**config.mk**
```make
export PLATFORM = sky130hd
export DESIGN_NAME = servo_ramp_interpolator
export DESIGN_NICKNAME = d
export VERILOG_FILES = /design/src/rtl/srp_pkg.sv /design/src/rtl/srp_pos_store.sv /design/src/rtl/srp_ramp_calc.sv /design/src/rtl/srp_ramp_seq.sv /design/src/rtl/servo_ramp_interpolator.sv
export SDC_FILE = /design/constraint.sdc
export NUM_CORES = 1
export LEC_CHECK = 0
export BUFFER_PORTS_ARGS = -buffer_cell sky130_fd_sc_hd__buf_4
export CAP_MARGIN = 40
export CORE_MARGIN = 1
export CORE_UTILIZATION = 30
export DETAILED_ROUTE_END_ITERATION = 8
export HOLD_SLACK_MARGIN = 0.1
export SLEW_MARGIN = 0
export SYNTH_ARGS = -nofsm -noshare
export SYNTH_HDL_FRONTEND = slang
export SYNTH_SLANG_ARGS = --single-unit
export TNS_END_PERCENT = 1
```
**constraint.sdc**
```tcl
create_clock -name aclk -period 10.11 [get_ports aclk]
set_input_delay 1.5165 -clock aclk [delete_from_list [all_inputs] [get_ports aclk]]
set_output_delay 1.5165 -clock aclk [all_outputs]
set_load 0.05 [all_outputs]
```
**src/rtl/srp_pkg.sv**
```systemverilog
// shared types and constants of the servo ramp interpolator
// no dependencies; every other file imports this package
package srp_pkg;

    localparam int CHANNELS_DEF     = 24;
    localparam int RAMP_STEPS_DEF   = 10;
    localparam int MAX_POSITION_DEF = 250;

    localparam int CH_W  = 5;
    localparam int POS_W = 8;
    localparam int IDX_W = 4;

    localparam logic CMD_MOVE = 1'b0;
    localparam logic CMD_SET  = 1'b1;

    typedef enum logic [1:0] {
        DIR_NONE = 2'd0,
        DIR_UP   = 2'd1,
        DIR_DOWN = 2'd2
    } dir_t;

    typedef struct packed {
        logic              command;
        logic [CH_W-1:0]   channel;
        logic [POS_W-1:0]  target;
        logic signed [7:0] trim;
    } in_item_t;

    typedef struct packed {
        logic [CH_W-1:0]  out_channel;
        logic [POS_W-1:0] position;
        logic [IDX_W-1:0] step_index;
        logic             last;
    } out_item_t;

    typedef struct packed {
        logic             en;
        logic [CH_W-1:0]  addr;
        logic [POS_W-1:0] data;
    } pos_wr_t;

    typedef struct packed {
        logic             command;
        logic [CH_W-1:0]  channel;
        logic [POS_W-1:0] start;
        logic [POS_W-1:0] quo;
        logic [3:0]       rem;
        dir_t             dir;
    } ramp_load_t;

endpackage

```
**src/rtl/srp_pos_store.sv**
```systemverilog
// per-channel position memory, registered read
// forwards a write landing in the read cycle; valid bits give reset-to-zero
// depends on srp_pkg
module srp_pos_store
    import srp_pkg::*;
#(
    parameter int CHANNELS = CHANNELS_DEF
) (
    input  logic             aclk,
    input  logic             aresetn,
    input  logic             rd_en,
    input  logic [CH_W-1:0]  rd_addr,
    input  pos_wr_t          wr,
    output logic [POS_W-1:0] rd_data
);

    localparam int ADDR_W = (CHANNELS > 1) ? $clog2(CHANNELS) : 1;

    logic [POS_W-1:0]    mem [CHANNELS];
    logic [POS_W-1:0]    mem_q_reg;
    logic [POS_W-1:0]    fwd_data_reg;
    logic [CHANNELS-1:0] vld_reg, vld_next;
    logic                fwd_reg, fwd_next;
    logic                entry_vld_reg, entry_vld_next;

    always_ff @(posedge aclk) begin
        if (wr.en) begin
            mem[wr.addr[ADDR_W-1:0]] <= wr.data;
        end
        if (rd_en) begin
            mem_q_reg    <= mem[rd_addr[ADDR_W-1:0]];
            fwd_data_reg <= wr.data;
        end
    end

    always_comb begin
        vld_next       = vld_reg;
        fwd_next       = fwd_reg;
        entry_vld_next = entry_vld_reg;
        if (wr.en) begin
            vld_next[wr.addr[ADDR_W-1:0]] = 1'b1;
        end
        if (rd_en) begin
            fwd_next       = wr.en && (wr.addr == rd_addr);
            entry_vld_next = vld_reg[rd_addr[ADDR_W-1:0]];
        end
    end

    always_ff @(posedge aclk) begin
        if (!aresetn) begin
            vld_reg       <= '0;
            fwd_reg       <= 1'b0;
            entry_vld_reg <= 1'b0;
        end else begin
            vld_reg       <= vld_next;
            fwd_reg       <= fwd_next;
            entry_vld_reg <= entry_vld_next;
        end
    end

    assign rd_data = fwd_reg       ? fwd_data_reg :
                     entry_vld_reg ? mem_q_reg    : '0;

endmodule

```
**src/rtl/srp_ramp_calc.sv**
```systemverilog
// goal clamp, distance and divide-by-steps pipeline (two stages)
// writes the final position back to the store as the item leaves stage one
// depends on srp_pkg
module srp_ramp_calc
    import srp_pkg::*;
#(
    parameter int RAMP_STEPS   = RAMP_STEPS_DEF,
    parameter int MAX_POSITION = MAX_POSITION_DEF
) (
    input  logic             aclk,
    input  logic             aresetn,
    input  logic             take,
    input  in_item_t         item,
    input  logic [POS_W-1:0] cur_pos,
    input  logic             seq_free,
    output logic             ready,
    output pos_wr_t          wr,
    output logic             load_valid,
    output ramp_load_t       load
);

    localparam int               RECIP_SH = 16;
    localparam int               RECIP    = (1 << RECIP_SH) / RAMP_STEPS;
    localparam logic [16:0]      RECIP_K  = 17'(RECIP);
    localparam logic [4:0]       STEPS_K  = 5'(RAMP_STEPS);
    localparam logic signed [9:0] MAX_K   = 10'(MAX_POSITION);

    // stage one
    logic              b_vld_reg, b_vld_next;
    in_item_t          b_item_reg;
    logic signed [9:0] sum;
    logic [POS_W-1:0]  goal;
    logic [POS_W-1:0]  span;
    dir_t              dir;
    logic [24:0]       prod;
    logic              b_adv;

    // stage two
    logic             c_vld_reg, c_vld_next;
    logic             c_cmd_reg;
    logic [CH_W-1:0]  c_ch_reg;
    logic [POS_W-1:0] c_start_reg;
    logic [POS_W-1:0] c_dist_reg;
    logic [POS_W-1:0] c_q0_reg;
    dir_t             c_dir_reg;
    logic [12:0]      qr;
    logic [POS_W-1:0] r0;
    logic             c_free;

    assign c_free = !c_vld_reg || seq_free;
    assign b_adv  = b_vld_reg && c_free;
    assign ready  = !b_vld_reg || c_free;

    // clamp without byte wrap
    assign sum = $signed({2'b00, b_item_reg.target})
               + $signed({{2{b_item_reg.trim[7]}}, b_item_reg.trim});

    always_comb begin
        if (sum < 10'sd0) begin
            goal = '0;
        end else if (sum > MAX_K) begin
            goal = MAX_K[POS_W-1:0];
        end else begin
            goal = sum[POS_W-1:0];
        end
        if (goal > cur_pos) begin
            dir  = DIR_UP;
            span = goal - cur_pos;
        end else if (goal < cur_pos) begin
            dir  = DIR_DOWN;
            span = cur_pos - goal;
        end else begin
            dir  = DIR_NONE;
            span = '0;
        end
    end

    // quotient estimate by reciprocal, at most one short
    assign prod = 25'(span) * 25'(RECIP_K);

    assign wr.en   = b_adv;
    assign wr.addr = b_item_reg.channel;
    assign wr.data = (b_item_reg.command == CMD_SET) ? b_item_reg.target : goal;

    // remainder correction
    assign qr = 13'(c_q0_reg) * 13'(STEPS_K);
    assign r0 = c_dist_reg - qr[POS_W-1:0];

    always_comb begin
        load.command = c_cmd_reg;
        load.channel = c_ch_reg;
        load.start   = c_start_reg;
        load.dir     = c_dir_reg;
        if (r0 >= 8'(STEPS_K)) begin
            load.quo = c_q0_reg + 8'd1;
            load.rem = 4'(r0 - 8'(STEPS_K));
        end else begin
            load.quo = c_q0_reg;
            load.rem = 4'(r0);
        end
    end

    assign load_valid = c_vld_reg;

    always_comb begin
        b_vld_next = b_vld_reg;
        c_vld_next = c_vld_reg;
        if (take) begin
            b_vld_next = 1'b1;
        end else if (b_adv) begin
            b_vld_next = 1'b0;
        end
        if (b_adv) begin
            c_vld_next = 1'b1;
        end else if (c_vld_reg && seq_free) begin
            c_vld_next = 1'b0;
        end
    end

    always_ff @(posedge aclk) begin
        if (!aresetn) begin
            b_vld_reg <= 1'b0;
            c_vld_reg <= 1'b0;
        end else begin
            b_vld_reg <= b_vld_next;
            c_vld_reg <= c_vld_next;
        end
    end

    always_ff @(posedge aclk) begin
        if (take) begin
            b_item_reg <= item;
        end
        if (b_adv) begin
            c_cmd_reg   <= b_item_reg.command;
            c_ch_reg    <= b_item_reg.channel;
            c_start_reg <= (b_item_reg.command == CMD_SET) ? b_item_reg.target : cur_pos;
            c_dist_reg  <= span;
            c_q0_reg    <= prod[RECIP_SH +: POS_W];
            c_dir_reg   <= dir;
        end
    end

endmodule

```
**src/rtl/srp_ramp_seq.sv**
```systemverilog
// ramp sequencer and output register: one position per accepted result
// depends on srp_pkg
module srp_ramp_seq
    import srp_pkg::*;
#(
    parameter int RAMP_STEPS = RAMP_STEPS_DEF
) (
    input  logic       aclk,
    input  logic       aresetn,
    input  logic       load_valid,
    input  ramp_load_t load,
    output logic       free,
    output logic       m_valid,
    input  logic       m_ready,
    output out_item_t  m_data
);

    localparam int               CNT_W  = $clog2(RAMP_STEPS + 1);
    localparam logic [CNT_W-1:0] LAST_K = CNT_W'(RAMP_STEPS);

    logic             vld_reg, vld_next;
    logic             last_reg, last_next;
    logic [CNT_W-1:0] cnt_reg, cnt_next;
    logic [POS_W-1:0] pos_reg, pos_next;
    logic [CH_W-1:0]  ch_reg;
    logic [POS_W-1:0] quo_reg;
    dir_t             dir_reg;
    logic             take;
    logic             step;

    assign free = !vld_reg || (m_ready && last_reg);
    assign take = load_valid && free;
    assign step = vld_reg && m_ready && !last_reg;

    always_comb begin
        vld_next  = vld_reg;
        last_next = last_reg;
        cnt_next  = cnt_reg;
        pos_next  = pos_reg;
        if (take) begin
            vld_next = 1'b1;
            cnt_next = '0;
            if (load.command == CMD_SET) begin
                last_next = 1'b1;
                pos_next  = load.start;
            end else begin
                last_next = 1'b0;
                case (load.dir)
                    DIR_UP:   pos_next = load.start + {4'b0000, load.rem};
                    DIR_DOWN: pos_next = load.start - {4'b0000, load.rem};
                    default:  pos_next = load.start;
                endcase
            end
        end else if (step) begin
            cnt_next  = cnt_reg + 1'b1;
            last_next = (cnt_next == LAST_K);
            case (dir_reg)
                DIR_UP:   pos_next = pos_reg + quo_reg;
                DIR_DOWN: pos_next = pos_reg - quo_reg;
                default:  pos_next = pos_reg;
            endcase
        end else if (vld_reg && m_ready) begin
            vld_next = 1'b0;
        end
    end

    always_ff @(posedge aclk) begin
        if (!aresetn) begin
            vld_reg  <= 1'b0;
            last_reg <= 1'b0;
            cnt_reg  <= '0;
        end else begin
            vld_reg  <= vld_next;
            last_reg <= last_next;
            cnt_reg  <= cnt_next;
        end
    end

    always_ff @(posedge aclk) begin
        pos_reg <= pos_next;
        if (take) begin
            ch_reg  <= load.channel;
            quo_reg <= load.quo;
            dir_reg <= load.dir;
        end
    end

    assign m_valid            = vld_reg;
    assign m_data.out_channel = ch_reg;
    assign m_data.position    = pos_reg;
    assign m_data.step_index  = IDX_W'(cnt_reg);
    assign m_data.last        = last_reg;

endmodule

```
**src/rtl/servo_ramp_interpolator.sv**
```systemverilog
// servo_ramp_interpolator: linear position ramps for a bank of servo channels
// a request's first result passes the first calc stage, the second calc stage and the
//   sequencer's output register; a move yields RAMP_STEPS+1 positions (11 by default),
//   one position per cycle while m_ready holds; a set yields one; requests overlap in the pipe
// reset (aresetn low, synchronous): all stages empty, every channel reads zero
//   through per-channel valid bits, so no clearing pass is needed
module servo_ramp_interpolator
    import srp_pkg::*;
#(
    parameter int CHANNELS     = CHANNELS_DEF,
    parameter int RAMP_STEPS   = RAMP_STEPS_DEF,
    parameter int MAX_POSITION = MAX_POSITION_DEF
) (
    input  logic      aclk,
    input  logic      aresetn,
    input  logic      s_valid,
    output logic      s_ready,
    input  in_item_t  s_data,
    output logic      m_valid,
    input  logic      m_ready,
    output out_item_t m_data
);

    localparam logic [CH_W:0] CH_LIM = (CH_W + 1)'(CHANNELS);

    logic             accept;
    logic             in_range;
    logic             take;
    pos_wr_t          wr;
    logic [POS_W-1:0] cur_pos;
    logic             seq_free;
    logic             load_valid;
    ramp_load_t       load;

    // requests to channels beyond the bank are accepted and dropped
    assign in_range = {1'b0, s_data.channel} < CH_LIM;
    assign accept   = s_valid && s_ready;
    assign take     = accept && in_range;

    // position memory: read issued at acceptance, final position written back
    // when the request leaves the first calc stage
    srp_pos_store #(
        .CHANNELS (CHANNELS)
    ) u_store (
        .aclk    (aclk),
        .aresetn (aresetn),
        .rd_en   (take),
        .rd_addr (s_data.channel),
        .wr      (wr),
        .rd_data (cur_pos)
    );

    // clamp, distance, quotient and remainder
    srp_ramp_calc #(
        .RAMP_STEPS   (RAMP_STEPS),
        .MAX_POSITION (MAX_POSITION)
    ) u_calc (
        .aclk       (aclk),
        .aresetn    (aresetn),
        .take       (take),
        .item       (s_data),
        .cur_pos    (cur_pos),
        .seq_free   (seq_free),
        .ready      (s_ready),
        .wr         (wr),
        .load_valid (load_valid),
        .load       (load)
    );

    // step sequencer doubles as the output register
    srp_ramp_seq #(
        .RAMP_STEPS (RAMP_STEPS)
    ) u_seq (
        .aclk       (aclk),
        .aresetn    (aresetn),
        .load_valid (load_valid),
        .load       (load),
        .free       (seq_free),
        .m_valid    (m_valid),
        .m_ready    (m_ready),
        .m_data     (m_data)
    );

endmodule

```
# Word-level counts from Yosys, hierarchy flattened
# Memories as Yosys holds them, arrays and structs flattened. A register that Yosys moved wholly into a read port is not among the register bits.
# Cells that the tools add are included.
# W data, S select, Z words.
[op_classes] mux=31 n_bitwise=2 n_eq_ne=7 n_reduce_logical=24 order_cmp=9 multipliers=2 add_sub_neg=11
[op_table] op="$mux W8" n=11
[op_table] op="$pmux W8 S2" n=2
[op_table] op="$or A24 B24 Y24" n=1
[op_table] op="$sub A8 B8 Y8" n=3
[op_table] op="$mul A8 B13 Y21 const B" n=1
[op_table] op="$mux W1" n=14
[op_table] op="$lt A5 B6 Y1 const B" n=2
[op_table] op="$add A9 B8 Y10" n=1
[op_table] op="$gt A10 B9 Y1 const B" n=1
[op_table] op="$lt A10 B1 Y1 const B" n=1
[op_table] op="$logic_and A1 B1 Y1" n=9
[op_table] op="$mux W9" n=1
[op_table] op="$add A8 B4 Y8" n=1
[op_table] op="$add A8 B6 Y8" n=1
[op_table] op="$ge A8 B4 Y1 const B" n=1
[op_table] op="$gt A8 B8 Y1" n=1
[op_table] op="$lt A8 B8 Y1" n=1
[op_table] op="$reduce_bool A2 Y1" n=4
[op_table] op="$sub A8 B4 Y8" n=1
[op_table] op="$sub A8 B6 Y8" n=1
[op_table] op="$mul A5 B3 Y7 const B" n=1
[op_table] op="$add A5 B1 Y6 const B" n=1
[op_table] op="$bmux W1 S5" n=1
[op_table] op="$demux W1 S5" n=1
[op_table] op="other kinds (16)" n=24
[word_totals] ram_bits=192 n_memories=1 wordCells=111 out_inout_bits=20 ff_bits=114
[mem_list] memory="u_store.mem" depth=24 word_bits=8 rd=1 rd_clocked_by_memory_dff=1 write_ports=1 line_no="srp_pos_store.sv:19" source="logic [POS_W-1:0] mem [CHANNELS];"

# Longest topological paths before layout
[depth] word_depth=8 depth_mapped=35 mapped_depth_nobuf=35

# By module
# From an unflattened synthesis, not the netlist that was laid out.
[hier_totals] hier_cells=1195 area_unflattened_um2=16308.1
[modules_own_cells] mod="srp_pos_store" area_per_inst_um2=9221.3 cells_per_inst=491 seq_area_each_um2=6766.5 instances=1
[modules_own_cells] mod="srp_ramp_calc" area_per_inst_um2=5049.8 cells_per_inst=497 seq_area_each_um2=1571.5 instances=1
[modules_own_cells] mod="srp_ramp_seq" area_per_inst_um2=2024.4 cells_per_inst=205 seq_area_each_um2=810.8 instances=1
[modules_own_cells] mod="servo_ramp_interpolator" area_per_inst_um2=12.5 cells_per_inst=2 seq_area_each_um2=0.0 instances=1

# Worst setup path before layout
# No wires, ideal clock.
[synth_timing] kind="flip-flop to flip-flop" startpoint="reg u_calc.b_item_reg[8] in the netlist's numbering" endpoint="reg u_calc.c_q0_reg[3] (data pin)" path_slack_ns=2.615 setup_time_ns=0.258 t_arrival_ns=7.237 n_path_buf=1 stages_incl_launch_ff=33 path_cell_list="edfxtp_1 > ha_1 > fa_1 > a21o_2 > a21oi_1 > o21ai_1 > nor2_1 > a2bb2oi_2 > a21o_1 > o21ai_2 > inv_1 > fa_1 > nand3_1 > a21o_1 > and2_1 > buf_2 > inv_1 > or2_2 > a31oi_1 > ha_1 > ha_1 > or2_2 > fa_1 > fa_1 > ha_1 > and4_1 > and2_1 > o21a_1 > o31ai_1 > a31oi_1 > o21a_1 > nor2_1 > xnor2_1"
[synth_between] elab_chain_cells=8 elab_cells_between_ends=12
[synth_lines] item="start, declared" line_no="srp_ramp_calc.sv:30" source="in_item_t b_item_reg;"
[synth_lines] item="start signal, assigned" line_no="srp_ramp_calc.sv:132" source="b_item_reg <= item;"
[synth_lines] item="$add A9 B8 Y10 (*)" line_no="srp_ramp_calc.sv:56" source="+ $signed({{2{b_item_reg.trim[7]}}, b_item_reg.trim});"
[synth_lines] item="$gt A10 B9 Y1" line_no="srp_ramp_calc.sv:61" source="end else if (sum > MAX_K) begin"
[synth_lines] item="$mux W8" line_no="srp_ramp_calc.sv:61"
[synth_lines] item="$mux W8 (*)" line_no="srp_ramp_calc.sv:59" source="if (sum < 10'sd0) begin"
[synth_lines] item="$sub A8 B8 Y8 or $lt A8 B8 Y1 (tied branches)" line_no="srp_ramp_calc.sv:71, srp_ramp_calc.sv:69"
[synth_lines] item="$mux W8" line_no="srp_ramp_calc.sv:69" source="end else if (goal < cur_pos) begin"
[synth_lines] item="$mux W8 (*)" line_no="srp_ramp_calc.sv:66" source="if (goal > cur_pos) begin"
[synth_lines] item="named net u_calc.span[4]" line_no="srp_ramp_calc.sv:33" source="logic [POS_W-1:0] span;"
[synth_lines] item="$mul A8 B13 Y21 (*)" line_no="srp_ramp_calc.sv:79" source="assign prod = 25'(span) * 25'(RECIP_K);"
[synth_lines] item="named net u_calc.prod[19]" line_no="srp_ramp_calc.sv:35" source="logic [24:0] prod;"
[synth_lines] item="end signal, assigned" line_no="srp_ramp_calc.sv:139" source="c_q0_reg <= prod[RECIP_SH +: POS_W];"
[synth_lines] item="end, declared" line_no="srp_ramp_calc.sv:44" source="logic [POS_W-1:0] c_q0_reg;"
# The timed path passes the listed nets; every way through them passes the cells marked *.
# A chain may end at the register's enable or synchronous reset.

# Worst setup path after layout
[layout_timing] startpoint="reg u_calc.b_item_reg[8] in the netlist's numbering" endpoint="reg u_calc.c_q0_reg[1] (data pin)"
# The elaborated chain is that of the path after synthesis.

==> reports/summary.txt <==
CTS H-tree lvls - 2
# DRC - 0
startpoint class of the critical path - register
Final Hold Viols - 0
Synth Area in Adders - 10.7%
register area share after synthesis - 57.4%
Die Area - 53700 um^2
Initial Util - 30.6%
Post-Synth Simple-Gate Area - 6.39%
RSZ-0062 raised after global routing - false
crit path kind - reg -> reg
gr usage total - 12.7%
grt ovf - 0
fmax - 120 MHz
ranking of synthesized cells by area - edfxtp_1, mux4_2, ha_1, dfxtp_1, fa_1
latest clock arrival within the worst-skew pair - 530 ps
DR vias - 9156
Net Count, Synth - 1253
Pins Over Slew Limit - 0
Core ar. - 51700 um^2
slowest CP cell - fa_1
Mapped Cells - 1104
time the worst path needs with I/O delays and setup - 8340 ps
compound-gate portion of the synthesized area - 9.34%
gpl congestion - 0.834
antenna cells - 0
clock buffer depth - 3
I/O pins - 46
final wirelength - 33.7 mm
Pleak - 6.90 nW
DP HPWL - 24.3 mm
CP Max Fanout - 9
mapped cell area - 15800 um^2
layout cells sized above 1 - 18.7%
post-CTS setup buffer count - 0
Synth Flop Type - edfxtp_1
most used cell, CP - fa_1
max-cap check violation count - 0
clk root buf - clkbuf_16
mux cell area share after synthesis - 10.3%
max incr delay on CP - 480 ps
final worst-path cycle share - 82.5%
Avg Cell Area, Syn - 14.3 um^2
WL/cell - 17.9 um
FFs w/ async S/R, synth - 0%
Clock Pin Slew Worst Setup and Hold Paths - 60 ps
Num CTS Buffers - 36
Area growth syn-to-layout - 15.6%
total power - 5.94 mW
antenna violations before repair - 0
largest family of logic cells by synthesized area - adder cells
PwrDens - 324 nW/um^2
Worst VDD drop - 0.311 mV
final setup skew - 24.1 ps
NumNets Final - 1330
synthesized flop and latch total - 314
pin count of the biggest net entering global routing - 56
hold-fix buffers at CTS - 0
Resized cells post-CTS - 0
crit path DAT - 8610 ps
CP required - 10380 ps
Worst setup EP type - register
top cell type's share of synthesized area - 53.1%
vias per inst - 4.85
setup violators final - 0
chip width - 232 um
CTS tree - done
hold crit path type - reg -> reg
Synth area leader - edfxtp_1
EDFF count, synth - 280
I/O Buffers - 45
vias in the first global route - 9314
Die H - 232 um
Unique masters post-synth - 80
first-pass GRT wire length - 52.9 mm
worst-margin pin slew - 863 ps
Fin Setup TNS - 0 ps
First-pass DRT Iterations - 5
Yosys warnings - 0
fillers - 4973
Slew HR - 42.3%
CTS Sinks - 314
post-route ant nets - 0
Initial DRC Count - 545
FP Rows - 83
max reg flops - 192
XOR/XNOR share of the synthesized area - 2.76%
status - complete, no violations
-- power by group --
part | internal [mW] | leakage (nW) | total [mW] | switching [mW]
Sequential | 1.57 | 2.94 | 1.61 | 0.0404
Clock | 0.754 | 0.555 | 1.27 | 0.515
Combinational | 1.37 | 3.40 | 3.06 | 1.70
-- cells in the mapped netlist, types with 4 or more instances --
cell type  count
a211oi_1       7
xnor2_1       31
nand3_1       13
nand2b_1      13
nor2_1        73
and2_1         4
nand2_1       33
o21ai_0       27
edfxtp_1     280
or2_2          7
nor2b_1       13
a221oi_1       4
ha_1         102
o21a_1        36
a21oi_1       59
a21boi_0       8
nor3_1         8
o21ai_1        4
xor2_1        17
mux4_2        62
clkbuf_1      18
a22oi_1        9
mux2_2         7
buf_4          4
buf_2         10
inv_1         83
a31oi_1        6
nand3b_1       7
a21o_1        17
nand4_1        5
fa_1          21
dfxtp_1       34
mux2i_1       16
-- cells in the final DEF, fill, tap and decap left out, drive strengths merged, types with 8 or more instances in the layout --
master  Yosys  routed
nand3b      8       8
xnor2      32      32
mux4       62      62
nor3        9       9
a21oi      62      62
a22oi       9       9
nand3      13      13
nor2b      13      13
xor2       17      17
edfxtp    280     280
ha        102     102
dfxtp      34      34
o21ai      34      34
a21o       18      18
fa         21      21
a21boi     11      11
mux2i      16      16
nand2      33      33
nand2b     13      13
nor2       75      75
inv        86      88
clkbuf     19      51
buf        16      74
o21a       36      36
a211oi      8       8
or2         8       8
-- worst paths after layout --
kind                   startpoint                  to  slack, ps  cells after the start
max          u_calc.b_item_reg[8]  u_calc.c_q0_reg[1]       1770                     31
min            u_calc.c_ch_reg[1]     u_seq.ch_reg[1]        420                      0
max reg2reg  u_calc.b_item_reg[8]  u_calc.c_q0_reg[1]       1770                     31
min reg2reg    u_calc.c_ch_reg[1]     u_seq.ch_reg[1]        420                      0
-- final cells by class --
type	count	area, um^2	share of cell area, %
Tap cell	680	851	4.65
Multi-Input combinational cell	669	6270	34.2
Clock inverter	13	149	0.813
Timing Repair Buffer	74	622	3.40
Clock buffer	51	1010	5.51
Inverter	86	323	1.76
Sequential cell	314	9090	49.6
-- routing by layer --
layer / vias to the layer above / routed length (um) / GRT usage (%)
met1: 4532 / 15200 / 17.1
met2: 229 / 16300 / 21.0
met4: 0 / 761 / 3.84
met5: - / 0 / 0
li1: 4339 / - / -
met3: 56 / 1490 / 1.84
-- cells by family after synthesis --
| family | after synthesis |
|---|---|
| AO/OA/AOI/OAI | 214 |
| XOR/XNOR | 49 |
| adder cells (fa/ha/maj) | 123 |
| buffers and inverters | 121 |
| flip-flops | 314 |
| multiplexers | 85 |
| AND/OR/NAND/NOR | 198 |
-- worst max-delay path: cells and delay by family, from the launching register on --
family / cells / cell delay (ps)
flops: 1 / 410
compound gates: 11 / 2270
simple gates: 8 / 1820
buf+inv: 4 / 490
fa+ha+maj: 8 / 3060
-- through the flow --
stage | cells | hold WS [ps] | instance area [um^2] | utilization, % | setup WS [ps]
2_1_floorplan | 1104 | 400 | 15800 | - | 2620
3_3_place_gp | 1797 | 413 | 16900 | 32.7 | 1950
3_5_place_dp | 1822 | 411 | 17100 | 33.1 | 1730
4_1_cts | 1886 | 424 | 18300 | 35.4 | 1710
5_1_grt | 1887 | 428 | 18300 | 35.4 | 1220
6_report | 1887 | 421 | 18300 | 35.4 | 1770
(Power assumes the default switching activity.)
